[config.mk]
export PLATFORM = sky130hd
export DESIGN_NAME = line_clip_window_viewport_top
export DESIGN_NICKNAME = d
export VERILOG_FILES = /design/src/design/lcwv_pkg.sv /design/src/design/line_clip_window_viewport_top.sv /design/src/design/lcwv_front.sv /design/src/design/lcwv_queue.sv /design/src/design/lcwv_div.sv /design/src/design/lcwv_back.sv
export SDC_FILE = /design/constraint.sdc
export NUM_CORES = 2
export LEC_CHECK = 0
export BUFFER_PORTS_ARGS = -buffer_cell sky130_fd_sc_hd__buf_2
export CAP_MARGIN = 20
export CORE_MARGIN = 8
export CORE_UTILIZATION = 57
export DETAILED_ROUTE_END_ITERATION = 10
export GPL_TIMING_DRIVEN = 0
export PLACE_DENSITY = 0.78
export SLEW_MARGIN = 5
export SYNTH_ARGS = -nofsm -noshare
export SYNTH_HDL_FRONTEND = slang
export SYNTH_SLANG_ARGS = --single-unit
[constraint.sdc]
create_clock -name clk -period 7.17 [get_ports clk]
set_input_delay 1.0755 -clock clk [delete_from_list [all_inputs] [get_ports clk]]
set_output_delay 1.0755 -clock clk [all_outputs]
set_load 0.005 [all_outputs]
[src/design/lcwv_pkg.sv]
// ----------------------------------------------------------------------------
// lcwv_pkg
// Shared types, codes and helpers of the line clip and viewport map block.
// ----------------------------------------------------------------------------
package lcwv_pkg;

  localparam int COORD_BITS   = 12;
  localparam int DIFF_BITS    = COORD_BITS + 1;
  localparam int PROD_BITS    = 2 * DIFF_BITS;
  localparam int ROUND_LIMIT  = 8;
  localparam int ROUND_BITS   = $clog2(ROUND_LIMIT + 1);
  localparam int QUEUE_DEPTH  = 2;
  localparam int REG_COUNT    = 8;
  localparam int ADDR_BITS    = $clog2(REG_COUNT) + 2;

  // region code bits
  localparam logic [3:0] CODE_L = 4'b1000;
  localparam logic [3:0] CODE_R = 4'b0100;
  localparam logic [3:0] CODE_B = 4'b0010;
  localparam logic [3:0] CODE_T = 4'b0001;

  // register reset values
  localparam logic [COORD_BITS-1:0] WIN_MIN_RST  = COORD_BITS'(50);
  localparam logic [COORD_BITS-1:0] WIN_MAX_RST  = COORD_BITS'(300);
  localparam logic [COORD_BITS-1:0] VIEW_MIN_RST = COORD_BITS'(250);
  localparam logic [COORD_BITS-1:0] VIEW_MAX_RST = COORD_BITS'(500);

  typedef enum logic [2:0] {
    REG_WIN_X_MIN  = 3'd0,
    REG_WIN_Y_MIN  = 3'd1,
    REG_WIN_X_MAX  = 3'd2,
    REG_WIN_Y_MAX  = 3'd3,
    REG_VIEW_X_MIN = 3'd4,
    REG_VIEW_Y_MIN = 3'd5,
    REG_VIEW_X_MAX = 3'd6,
    REG_VIEW_Y_MAX = 3'd7
  } reg_idx_t;

  typedef logic signed [COORD_BITS-1:0] coord_t;
  typedef logic        [COORD_BITS-1:0] ucoord_t;

  typedef struct packed {
    coord_t start_x;
    coord_t start_y;
    coord_t end_x;
    coord_t end_y;
  } in_item_t;

  typedef struct packed {
    logic    visible;
    ucoord_t out_start_x;
    ucoord_t out_start_y;
    ucoord_t out_end_x;
    ucoord_t out_end_y;
  } out_item_t;

  // classified segment handed from front to back
  typedef struct packed {
    in_item_t   seg;
    logic [3:0] code_a;
    logic [3:0] code_b;
  } seg_t;

  typedef struct packed {
    coord_t  win_x_min;
    coord_t  win_y_min;
    coord_t  win_x_max;
    coord_t  win_y_max;
    ucoord_t view_x_min;
    ucoord_t view_y_min;
    ucoord_t view_x_max;
    ucoord_t view_y_max;
  } cfg_t;

  typedef enum logic [2:0] {
    ST_IDLE,
    ST_TEST,
    ST_SETM,
    ST_MUL,
    ST_DIV,
    ST_UPD,
    ST_OUT
  } back_state_t;

  // region code of one point against the window
  function automatic logic [3:0] region_code(coord_t x, coord_t y, cfg_t c);
    logic [3:0] r;
    r = '0;
    if (x < c.win_x_min) r = r | CODE_L;
    if (x > c.win_x_max) r = r | CODE_R;
    if (y < c.win_y_min) r = r | CODE_B;
    if (y > c.win_y_max) r = r | CODE_T;
    return r;
  endfunction

endpackage

[src/design/line_clip_window_viewport_top.sv]
// ----------------------------------------------------------------------------
// line_clip_window_viewport_top
// Cohen-Sutherland line clipper with window to viewport mapping.
// ----------------------------------------------------------------------------
// Usage:
//   in_valid/in_ready/in_item carry one segment (signed endpoints) per item.
//   out_valid/out_ready/out_item return one result per item: visible flag and
//   the clipped endpoints mapped into the viewport (zero when hidden).
//   Window and viewport edges are written through the APB port; users must
//   write them only while no item is in flight. The block does not check it.
// Sequencing:
//   each clip round and each of the four mapped coordinates run on the
//   26-step serial divider shared by both, which is skipped when the
//   divisor is zero. A trivially rejected segment goes straight to
//   out_valid; an accepted one first has its four coordinates mapped.
//   The front register and a two-item queue let up to three segments be
//   taken while the back end works.
// Reset: rst clears all control state and loads the default window
//   (50..300) and viewport (250..500).
// Stall: a held result stays on out_item; the back end waits, the queue
//   fills and in_ready then drops.
// ----------------------------------------------------------------------------
module line_clip_window_viewport_top import lcwv_pkg::*; (
  input  logic                 clk,
  input  logic                 rst,
  input  logic                 psel,
  input  logic                 penable,
  input  logic                 pwrite,
  input  logic [ADDR_BITS-1:0] paddr,
  input  logic [31:0]          pwdata,
  output logic [31:0]          prdata,
  output logic                 pready,
  input  logic                 in_valid,
  output logic                 in_ready,
  input  in_item_t             in_item,
  output logic                 out_valid,
  input  logic                 out_ready,
  output out_item_t            out_item
);

  cfg_t     cfg;
  reg_idx_t reg_sel;
  logic     f_valid, f_ready, q_valid, q_ready;
  seg_t     f_seg, q_seg;

  assign pready  = 1'b1;
  assign reg_sel = reg_idx_t'(paddr[ADDR_BITS-1:2]);

  // configuration registers
  always_ff @(posedge clk) begin
    if (rst) begin
      cfg.win_x_min  <= WIN_MIN_RST;
      cfg.win_y_min  <= WIN_MIN_RST;
      cfg.win_x_max  <= WIN_MAX_RST;
      cfg.win_y_max  <= WIN_MAX_RST;
      cfg.view_x_min <= VIEW_MIN_RST;
      cfg.view_y_min <= VIEW_MIN_RST;
      cfg.view_x_max <= VIEW_MAX_RST;
      cfg.view_y_max <= VIEW_MAX_RST;
    end else if (psel && penable && pwrite) begin
      case (reg_sel)
        REG_WIN_X_MIN:  cfg.win_x_min  <= pwdata[COORD_BITS-1:0];
        REG_WIN_Y_MIN:  cfg.win_y_min  <= pwdata[COORD_BITS-1:0];
        REG_WIN_X_MAX:  cfg.win_x_max  <= pwdata[COORD_BITS-1:0];
        REG_WIN_Y_MAX:  cfg.win_y_max  <= pwdata[COORD_BITS-1:0];
        REG_VIEW_X_MIN: cfg.view_x_min <= pwdata[COORD_BITS-1:0];
        REG_VIEW_Y_MIN: cfg.view_y_min <= pwdata[COORD_BITS-1:0];
        REG_VIEW_X_MAX: cfg.view_x_max <= pwdata[COORD_BITS-1:0];
        default:        cfg.view_y_max <= pwdata[COORD_BITS-1:0];
      endcase
    end
  end

  // register read back
  always_comb begin
    case (reg_sel)
      REG_WIN_X_MIN:  prdata = 32'(cfg.win_x_min);
      REG_WIN_Y_MIN:  prdata = 32'(cfg.win_y_min);
      REG_WIN_X_MAX:  prdata = 32'(cfg.win_x_max);
      REG_WIN_Y_MAX:  prdata = 32'(cfg.win_y_max);
      REG_VIEW_X_MIN: prdata = 32'(cfg.view_x_min);
      REG_VIEW_Y_MIN: prdata = 32'(cfg.view_y_min);
      REG_VIEW_X_MAX: prdata = 32'(cfg.view_x_max);
      default:        prdata = 32'(cfg.view_y_max);
    endcase
  end

  lcwv_front u_front (
    .clk       (clk),
    .rst       (rst),
    .cfg       (cfg),
    .in_valid  (in_valid),
    .in_ready  (in_ready),
    .in_item   (in_item),
    .seg_valid (f_valid),
    .seg_ready (f_ready),
    .seg       (f_seg)
  );

  lcwv_queue u_queue (
    .clk        (clk),
    .rst        (rst),
    .push_valid (f_valid),
    .push_ready (f_ready),
    .push_data  (f_seg),
    .pop_valid  (q_valid),
    .pop_ready  (q_ready),
    .pop_data   (q_seg)
  );

  lcwv_back u_back (
    .clk       (clk),
    .rst       (rst),
    .cfg       (cfg),
    .seg_valid (q_valid),
    .seg_ready (q_ready),
    .seg       (q_seg),
    .out_valid (out_valid),
    .out_ready (out_ready),
    .out_item  (out_item)
  );

endmodule

[src/design/lcwv_front.sv]
// ----------------------------------------------------------------------------
// lcwv_front
// Accepts segments and registers them with the region codes of both ends.
// ----------------------------------------------------------------------------
module lcwv_front import lcwv_pkg::*; (
  input  logic     clk,
  input  logic     rst,
  input  cfg_t     cfg,
  input  logic     in_valid,
  output logic     in_ready,
  input  in_item_t in_item,
  output logic     seg_valid,
  input  logic     seg_ready,
  output seg_t     seg
);

  logic held;

  assign in_ready  = !held || seg_ready;
  assign seg_valid = held;

  // holding register with codes
  always_ff @(posedge clk) begin
    if (rst) begin
      held <= 1'b0;
    end else if (in_ready) begin
      held <= in_valid;
    end
    if (in_valid && in_ready) begin
      seg.seg    <= in_item;
      seg.code_a <= region_code(in_item.start_x, in_item.start_y, cfg);
      seg.code_b <= region_code(in_item.end_x, in_item.end_y, cfg);
    end
  end

endmodule

[src/design/lcwv_queue.sv]
// ----------------------------------------------------------------------------
// lcwv_queue
// Short queue of classified segments between front and back.
// ----------------------------------------------------------------------------
module lcwv_queue import lcwv_pkg::*; (
  input  logic clk,
  input  logic rst,
  input  logic push_valid,
  output logic push_ready,
  input  seg_t push_data,
  output logic pop_valid,
  input  logic pop_ready,
  output seg_t pop_data
);

  localparam int PTR_BITS = $clog2(QUEUE_DEPTH);
  localparam int CNT_BITS = $clog2(QUEUE_DEPTH + 1);

  seg_t                entries [QUEUE_DEPTH];
  logic [PTR_BITS-1:0] wr_ptr;
  logic [PTR_BITS-1:0] rd_ptr;
  logic [CNT_BITS-1:0] count;
  logic                do_push;
  logic                do_pop;

  assign push_ready = count != CNT_BITS'(QUEUE_DEPTH);
  assign pop_valid  = count != '0;
  assign pop_data   = entries[rd_ptr];
  assign do_push    = push_valid && push_ready;
  assign do_pop     = pop_valid && pop_ready;

  // pointers and fill count
  always_ff @(posedge clk) begin
    if (rst) begin
      wr_ptr <= '0;
      rd_ptr <= '0;
      count  <= '0;
    end else begin
      if (do_push) wr_ptr <= (wr_ptr == PTR_BITS'(QUEUE_DEPTH - 1)) ? '0 : wr_ptr + 1'b1;
      if (do_pop)  rd_ptr <= (rd_ptr == PTR_BITS'(QUEUE_DEPTH - 1)) ? '0 : rd_ptr + 1'b1;
      if (do_push && !do_pop)      count <= count + 1'b1;
      else if (do_pop && !do_push) count <= count - 1'b1;
    end
  end

  // entry storage
  always_ff @(posedge clk) begin
    if (do_push) entries[wr_ptr] <= push_data;
  end

endmodule

[src/design/lcwv_div.sv]
// ----------------------------------------------------------------------------
// lcwv_div
// Signed restoring divider, one quotient bit a cycle, truncating toward zero.
// ----------------------------------------------------------------------------
module lcwv_div import lcwv_pkg::*; (
  input  logic                        clk,
  input  logic                        rst,
  input  logic                        start,
  input  logic signed [PROD_BITS-1:0] num,
  input  logic signed [DIFF_BITS-1:0] den,
  output logic                        busy,
  output logic                        done,
  output logic signed [PROD_BITS-1:0] quot
);

  localparam int CNT_BITS = $clog2(PROD_BITS + 1);

  logic [CNT_BITS-1:0]  cnt;
  logic [PROD_BITS-1:0] quo;
  logic [DIFF_BITS-1:0] rem;
  logic [DIFF_BITS-1:0] dmag;
  logic                 neg;
  logic [DIFF_BITS:0]   trial;

  assign busy  = cnt != '0;
  assign trial = {rem, quo[PROD_BITS-1]};
  assign quot  = neg ? -$signed(quo) : $signed(quo);

  // shift and subtract
  always_ff @(posedge clk) begin
    if (rst) begin
      cnt  <= '0;
      done <= 1'b0;
    end else begin
      done <= (cnt == CNT_BITS'(1));
      if (start) begin
        cnt <= CNT_BITS'(PROD_BITS);
      end else if (busy) begin
        cnt <= cnt - 1'b1;
      end
    end
    if (start) begin
      quo  <= num[PROD_BITS-1] ? PROD_BITS'(-num) : PROD_BITS'(num);
      dmag <= den[DIFF_BITS-1] ? DIFF_BITS'(-den) : DIFF_BITS'(den);
      neg  <= num[PROD_BITS-1] ^ den[DIFF_BITS-1];
      rem  <= '0;
    end else if (busy) begin
      if (trial >= {1'b0, dmag}) begin
        rem <= DIFF_BITS'(trial - {1'b0, dmag});
        quo <= {quo[PROD_BITS-2:0], 1'b1};
      end else begin
        rem <= trial[DIFF_BITS-1:0];
        quo <= {quo[PROD_BITS-2:0], 1'b0};
      end
    end
  end

endmodule

[src/design/lcwv_back.sv]
// ----------------------------------------------------------------------------
// lcwv_back
// Clip rounds and viewport mapping on one multiplier and a shared divider.
// ----------------------------------------------------------------------------
module lcwv_back import lcwv_pkg::*; (
  input  logic      clk,
  input  logic      rst,
  input  cfg_t      cfg,
  input  logic      seg_valid,
  output logic      seg_ready,
  input  seg_t      seg,
  output logic      out_valid,
  input  logic      out_ready,
  output out_item_t out_item
);

  back_state_t state, state_next;

  coord_t                      ax, ay, bx, by;
  logic [3:0]                  ca, cb;
  logic [ROUND_BITS-1:0]       round;
  logic                        mapping;
  logic [1:0]                  map_idx;
  logic                        move_a;
  logic                        fix_y;
  coord_t                      fix_val;
  logic signed [DIFF_BITS-1:0] base, d1, d2, den;
  logic signed [PROD_BITS-1:0] prod;
  coord_t                      res;

  logic                        div_start;
  logic                        div_busy;
  logic                        div_done;
  logic signed [PROD_BITS-1:0] div_quot;
  logic signed [PROD_BITS-1:0] sum;

  logic                        trivial_acc;
  logic                        trivial_rej;
  logic [3:0]                  sel_code;
  coord_t                      px, py, qx, qy;
  coord_t                      mp, wmin, wmax;
  ucoord_t                     vmin, vmax;
  coord_t                      nx, ny;

  lcwv_div u_div (
    .clk   (clk),
    .rst   (rst),
    .start (div_start),
    .num   (prod),
    .den   (den),
    .busy  (div_busy),
    .done  (div_done),
    .quot  (div_quot)
  );

  // product of the registered operands, taken by the divider at start
  assign prod        = PROD_BITS'(d1) * PROD_BITS'(d2);

  assign trivial_acc = (ca == '0) && (cb == '0);
  assign trivial_rej = ((ca & cb) != '0) || (round == ROUND_BITS'(ROUND_LIMIT));
  assign sel_code    = (ca != '0) ? ca : cb;
  assign px          = (ca != '0) ? ax : bx;
  assign py          = (ca != '0) ? ay : by;
  assign qx          = (ca != '0) ? bx : ax;
  assign qy          = (ca != '0) ? by : ay;
  assign sum         = PROD_BITS'(base) + div_quot;
  assign nx          = fix_y ? res : fix_val;
  assign ny          = fix_y ? fix_val : res;

  // axis picked for mapping
  always_comb begin
    case (map_idx)
      2'd0: mp = ax;
      2'd1: mp = ay;
      2'd2: mp = bx;
      default: mp = by;
    endcase
    if (map_idx[0]) begin
      wmin = cfg.win_y_min;
      wmax = cfg.win_y_max;
      vmin = cfg.view_y_min;
      vmax = cfg.view_y_max;
    end else begin
      wmin = cfg.win_x_min;
      wmax = cfg.win_x_max;
      vmin = cfg.view_x_min;
      vmax = cfg.view_x_max;
    end
  end

  // next state
  always_comb begin
    state_next = state;
    case (state)
      ST_IDLE: if (seg_valid) state_next = ST_TEST;
      ST_TEST: begin
        if (trivial_acc)      state_next = ST_SETM;
        else if (trivial_rej) state_next = ST_OUT;
        else                  state_next = ST_MUL;
      end
      ST_SETM: state_next = ST_MUL;
      ST_MUL:  state_next = (den == '0) ? ST_UPD : ST_DIV;
      ST_DIV:  if (div_done) state_next = ST_UPD;
      ST_UPD: begin
        if (!mapping)                  state_next = ST_TEST;
        else if (map_idx == 2'd3)      state_next = ST_OUT;
        else                           state_next = ST_SETM;
      end
      ST_OUT:  if (out_ready) state_next = ST_IDLE;
      default: state_next = ST_IDLE;
    endcase
  end

  // handshake outputs
  always_comb begin
    seg_ready = 1'b0;
    out_valid = 1'b0;
    div_start = 1'b0;
    case (state)
      ST_IDLE: seg_ready = 1'b1;
      ST_MUL:  div_start = (den != '0);
      ST_OUT:  out_valid = 1'b1;
      default: ;
    endcase
  end

  always_ff @(posedge clk) begin
    if (rst) state <= ST_IDLE;
    else     state <= state_next;
  end

  // datapath
  always_ff @(posedge clk) begin
    case (state)
      ST_IDLE: begin
        ax       <= seg.seg.start_x;
        ay       <= seg.seg.start_y;
        bx       <= seg.seg.end_x;
        by       <= seg.seg.end_y;
        ca       <= seg.code_a;
        cb       <= seg.code_b;
        round    <= '0;
        mapping  <= 1'b0;
        map_idx  <= '0;
        out_item <= '0;
      end
      ST_TEST: begin
        move_a <= (ca != '0);
        if (trivial_acc) begin
          mapping          <= 1'b1;
          out_item.visible <= 1'b1;
        end else if ((sel_code & CODE_T) != '0 || (sel_code & CODE_B) != '0) begin
          // horizontal edge, solve for x
          fix_y   <= 1'b1;
          fix_val <= ((sel_code & CODE_T) != '0) ? cfg.win_y_max : cfg.win_y_min;
          base    <= DIFF_BITS'(px);
          d1      <= DIFF_BITS'(((sel_code & CODE_T) != '0) ? cfg.win_y_max
                                                             : cfg.win_y_min)
                     - DIFF_BITS'(py);
          d2      <= DIFF_BITS'(qx) - DIFF_BITS'(px);
          den     <= DIFF_BITS'(qy) - DIFF_BITS'(py);
        end else begin
          // vertical edge, solve for y
          fix_y   <= 1'b0;
          fix_val <= ((sel_code & CODE_R) != '0) ? cfg.win_x_max : cfg.win_x_min;
          base    <= DIFF_BITS'(py);
          d1      <= DIFF_BITS'(((sel_code & CODE_R) != '0) ? cfg.win_x_max
                                                             : cfg.win_x_min)
                     - DIFF_BITS'(px);
          d2      <= DIFF_BITS'(qy) - DIFF_BITS'(py);
          den     <= DIFF_BITS'(qx) - DIFF_BITS'(px);
        end
      end
      ST_SETM: begin
        base <= $signed({1'b0, vmin});
        d1   <= DIFF_BITS'(mp) - DIFF_BITS'(wmin);
        d2   <= $signed({1'b0, vmax}) - $signed({1'b0, vmin});
        den  <= DIFF_BITS'(wmax) - DIFF_BITS'(wmin);
      end
      ST_MUL: begin
        // start value when the divisor is zero
        res  <= base[COORD_BITS-1:0];
      end
      ST_DIV: begin
        if (div_done) res <= sum[COORD_BITS-1:0];
      end
      ST_UPD: begin
        if (mapping) begin
          case (map_idx)
            2'd0: out_item.out_start_x <= res;
            2'd1: out_item.out_start_y <= res;
            2'd2: out_item.out_end_x   <= res;
            default: out_item.out_end_y <= res;
          endcase
          map_idx <= map_idx + 1'b1;
        end else begin
          round <= round + 1'b1;
          if (move_a) begin
            ax <= nx;
            ay <= ny;
            ca <= region_code(nx, ny, cfg);
          end else begin
            bx <= nx;
            by <= ny;
            cb <= region_code(nx, ny, cfg);
          end
        end
      end
      default: ;
    endcase
  end

  // checks
  a_div_in_div_state: assert property (@(posedge clk) disable iff (rst)
    div_busy |-> state == ST_DIV)
    else $error("divider running outside divide state");

  a_round_bound: assert property (@(posedge clk) disable iff (rst)
    state == ST_TEST |-> round <= ROUND_BITS'(ROUND_LIMIT))
    else $error("clip round count past limit");

  a_clip_loops_back: assert property (@(posedge clk) disable iff (rst)
    (state == ST_UPD && !mapping) |=> state == ST_TEST)
    else $error("clip update not followed by test");

  a_hidden_zero: assert property (@(posedge clk) disable iff (rst)
    (out_valid && !out_item.visible) |-> (out_item.out_start_x == '0 &&
      out_item.out_start_y == '0 && out_item.out_end_x == '0 &&
      out_item.out_end_y == '0))
    else $error("hidden segment with nonzero coordinates");

endmodule
==> run metrics <==
1st-pass router iterations 7; via-per-instance ratio 6.00; count leader, synth nand2_1; RSZ-0062 raised after global routing yes; Slew Limit Fails 0; largest net degree at the start of global routing 57; post-synthesis xor/xnor area fraction 3.70%; vias in the first global route 28,645; Synth area leaders edfxtp_1 32%, ha_1 10%, fa_1 9.0%, dfxtp_1 6.6%, nand2_1 4.2%; vias 29,757; Final TNS setup 0 ns; period utilization 97.7%; FMAX 0.143 GHz; Yosys cell types 88; Setup CP Type register to register; worst r2r path cells 24; synth cell count leaders 419 x nand2_1, 396 x edfxtp_1, 305 x ha_1, 299 x inv_1, 293 x nor2_1; footprint of the multi-input gates 21,400 um^2; Post-Syn Nets 4,388; core box area 65,500 um^2; Avg Cell Area, Syn 9.84 um^2; CTS clk-pin slew, worst paths 0.06 ns; max_cap viols 0; FF+latch count, synth 520; Least-Margin Pin Slew 1.21 ns; Final WS setup 0.162 ns; Seq/Total Area, Yosys 38.2%; synthesized area 37,600 um^2; die area 74,400 um^2; CP max FO 6; die width 273 um; First DRT Iteration DRCs 3,368; adder-cell share of the synthesized area 19.8%; row count 94; Final ANT Viol Nets 0; Fin. Hold Viols 0; routed len/inst 23.6 um; compound-cell area share of the yosys netlist 13.8%; total global routing overflow 0; CTS tree built; Top FF cell, synth edfxtp_1; Antenna diodes 0; ys async rst share 0%; HP Class register to register; routed wire length 117,000 um; GRT Total Usage 30.4%; EDFF count, synth 396; Initial Utilization 57.4%; Top Ports 176; nets 4,611; Place WS -0.752 ns; final setup vio count 0; register area 14,400 um^2; CP arrival 7.34 ns; CTS buffer count 56; Slew headroom 19.4%; Buffers on Ports 139; CTS sink cnt 520; Area Overhead vs Synth 11.6%; Simple-Gate Fraction of Synth Area 14.0%; initial antenna violation count 2; area leader, netlist edfxtp_1; post-synthesis mux area share 5.03%; CTS Buffer Depth 3; DRC viols 0; H-tree Lvls 2; clk_lat worst skew 0.65 ns; fillers 5,253; Hold Slack 0.442 ns; Finished Cell Area 41,900 um^2; largest family of logic cells by synthesized area adder cells; Setup crit start kind register; Root Buffer clkbuf_16; Mapped Cells 3,822; Die Ht 273 um; share of cells above drive strength 1 10.5%; status completed; hold depth 0; Critical Path RT 7.50 ns; Final Critical Period 7.01 ns; Post-Route Skew 0.0443 ns; area share of the largest cell type after synthesis 31.6%; Final HPWL DP 91,200 um; GP Congestion 1.03; Post-DP Area 39,500 um^2; Worst setup EP type register; first-pass GRT wire length 173,000 um; Yosys warnings 0
## cells in the final DEF, fill, tap and decap left out, types with 124 or more instances in the layout
master,count
nand2_1,418
edfxtp_1,396
inv_1,298
ha_1,297
nor2_1,292
a21oi_1,256
o21ai_0,186
fa_1,168
buf_2,144
clkbuf_1,138
mux2i_1,135
dfxtp_1,124
## timing repair
item / CTS / global route
buffers inserted: 3 / 18
gates resized for setup: 24 / 59
gates cloned: 1 / 2
hold buffers: 0 / 0
setup endpoints to repair: 26 / 28
pin swaps: 6 / 25
## worst max-delay path, stage by stage (launching register included)
cell and delay (ns):
edfxtp_1 0.44, buf_6 0.15, and2_2 0.21, fa_1 0.57, inv_1 0.07, fa_2 0.64, clkinvlp_4 0.19, fa_1 0.59
fa_1 0.44, fa_1 0.57, ha_4 0.22, ha_4 0.26, a21o_1 0.18, a21o_1 0.21, a21oi_2 0.13, o211ai_1 0.16
o31ai_2 0.28, o21bai_1 0.15, a311oi_1 0.24, o21ba_2 0.23, xnor2_4 0.14, buf_6 0.21, a31oi_1 0.17, xnor2_1 0.14
o21ai_1 0.11
## through the flow
stage / cells / utilization, %
5_1_grt: 4956 / 64.0
2_1_floorplan: 3822 / -
3_5_place_dp: 4832 / 60.3
3_3_place_gp: 4825 / 60.1
4_1_cts: 4939 / 63.6
6_report: 4956 / 64.0
## cell type report
type	instances	share of cell area [%]
Multi-Input combinational cell	2791	51.1
Sequential cell	520	34.3
Clock buffer	64	3.44
Inverter	303	2.73
Tap cell	864	2.58
Timing Repair Buffer	169	2.33
Buffer	204	2.23
Clock inverter	41	1.31
## metal layers
| metal | vias to the layer above | global-route usage, % | part of all wire (%) | routed length (um) |
|---|---|---|---|---|
| met5 | - | 0 | 0.011 | 13 |
| met4 | 2 | 14.1 | 5.3 | 6180 |
| met3 | 288 | 6.16 | 9.6 | 11200 |
| met2 | 1402 | 48.4 | 45 | 52900 |
| met1 | 14302 | 39.9 | 40 | 46700 |
| li1 | 13763 | - | - | - |
## cells by family (layout without fill, tap and decap cells)
family                     Yosys count  count (layout)
and+or+nand+nor                   1129            1129
AOI/OAI and AO/OA                  824             824
DFF                                520             520
buffers and inverters              512             781
adders and majority gates          497             497
muxes                              180             180
xor gates and xnor gates           159             160
other                                1               1
## worst paths after layout
check / startpoint / end / slack, ns
worst max register to register: u_back.d2[2] / u_back.u_div.quo[24] / 0.16
worst max-delay path: u_back.d2[2] / u_back.u_div.quo[24] / 0.16
worst min-delay path: u_front.seg[18] / u_queue.entries[0][18] / 0.44
worst min register to register: u_front.seg[18] / u_queue.entries[0][18] / 0.44
## state kept, by name, summed over array words and instances (netlist names), 5 cells and up, named ones only
signal,count
cfg,96
u_back.ax,12
u_back.ay,12
u_back.base,12
u_back.bx,12
u_back.by,12
u_back.d1,13
u_back.d2,13
u_back.den,13
u_back.fix_val,12
u_back.out_item,49
u_back.res,12
u_back.u_div.cnt,5
u_back.u_div.dmag,13
u_back.u_div.quo,26
u_back.u_div.rem,13
u_front.seg,56
u_queue.entries,112
Power is not shown: default switching activity piles up to over one toggle a cycle in this logic, so the estimate is an artifact.
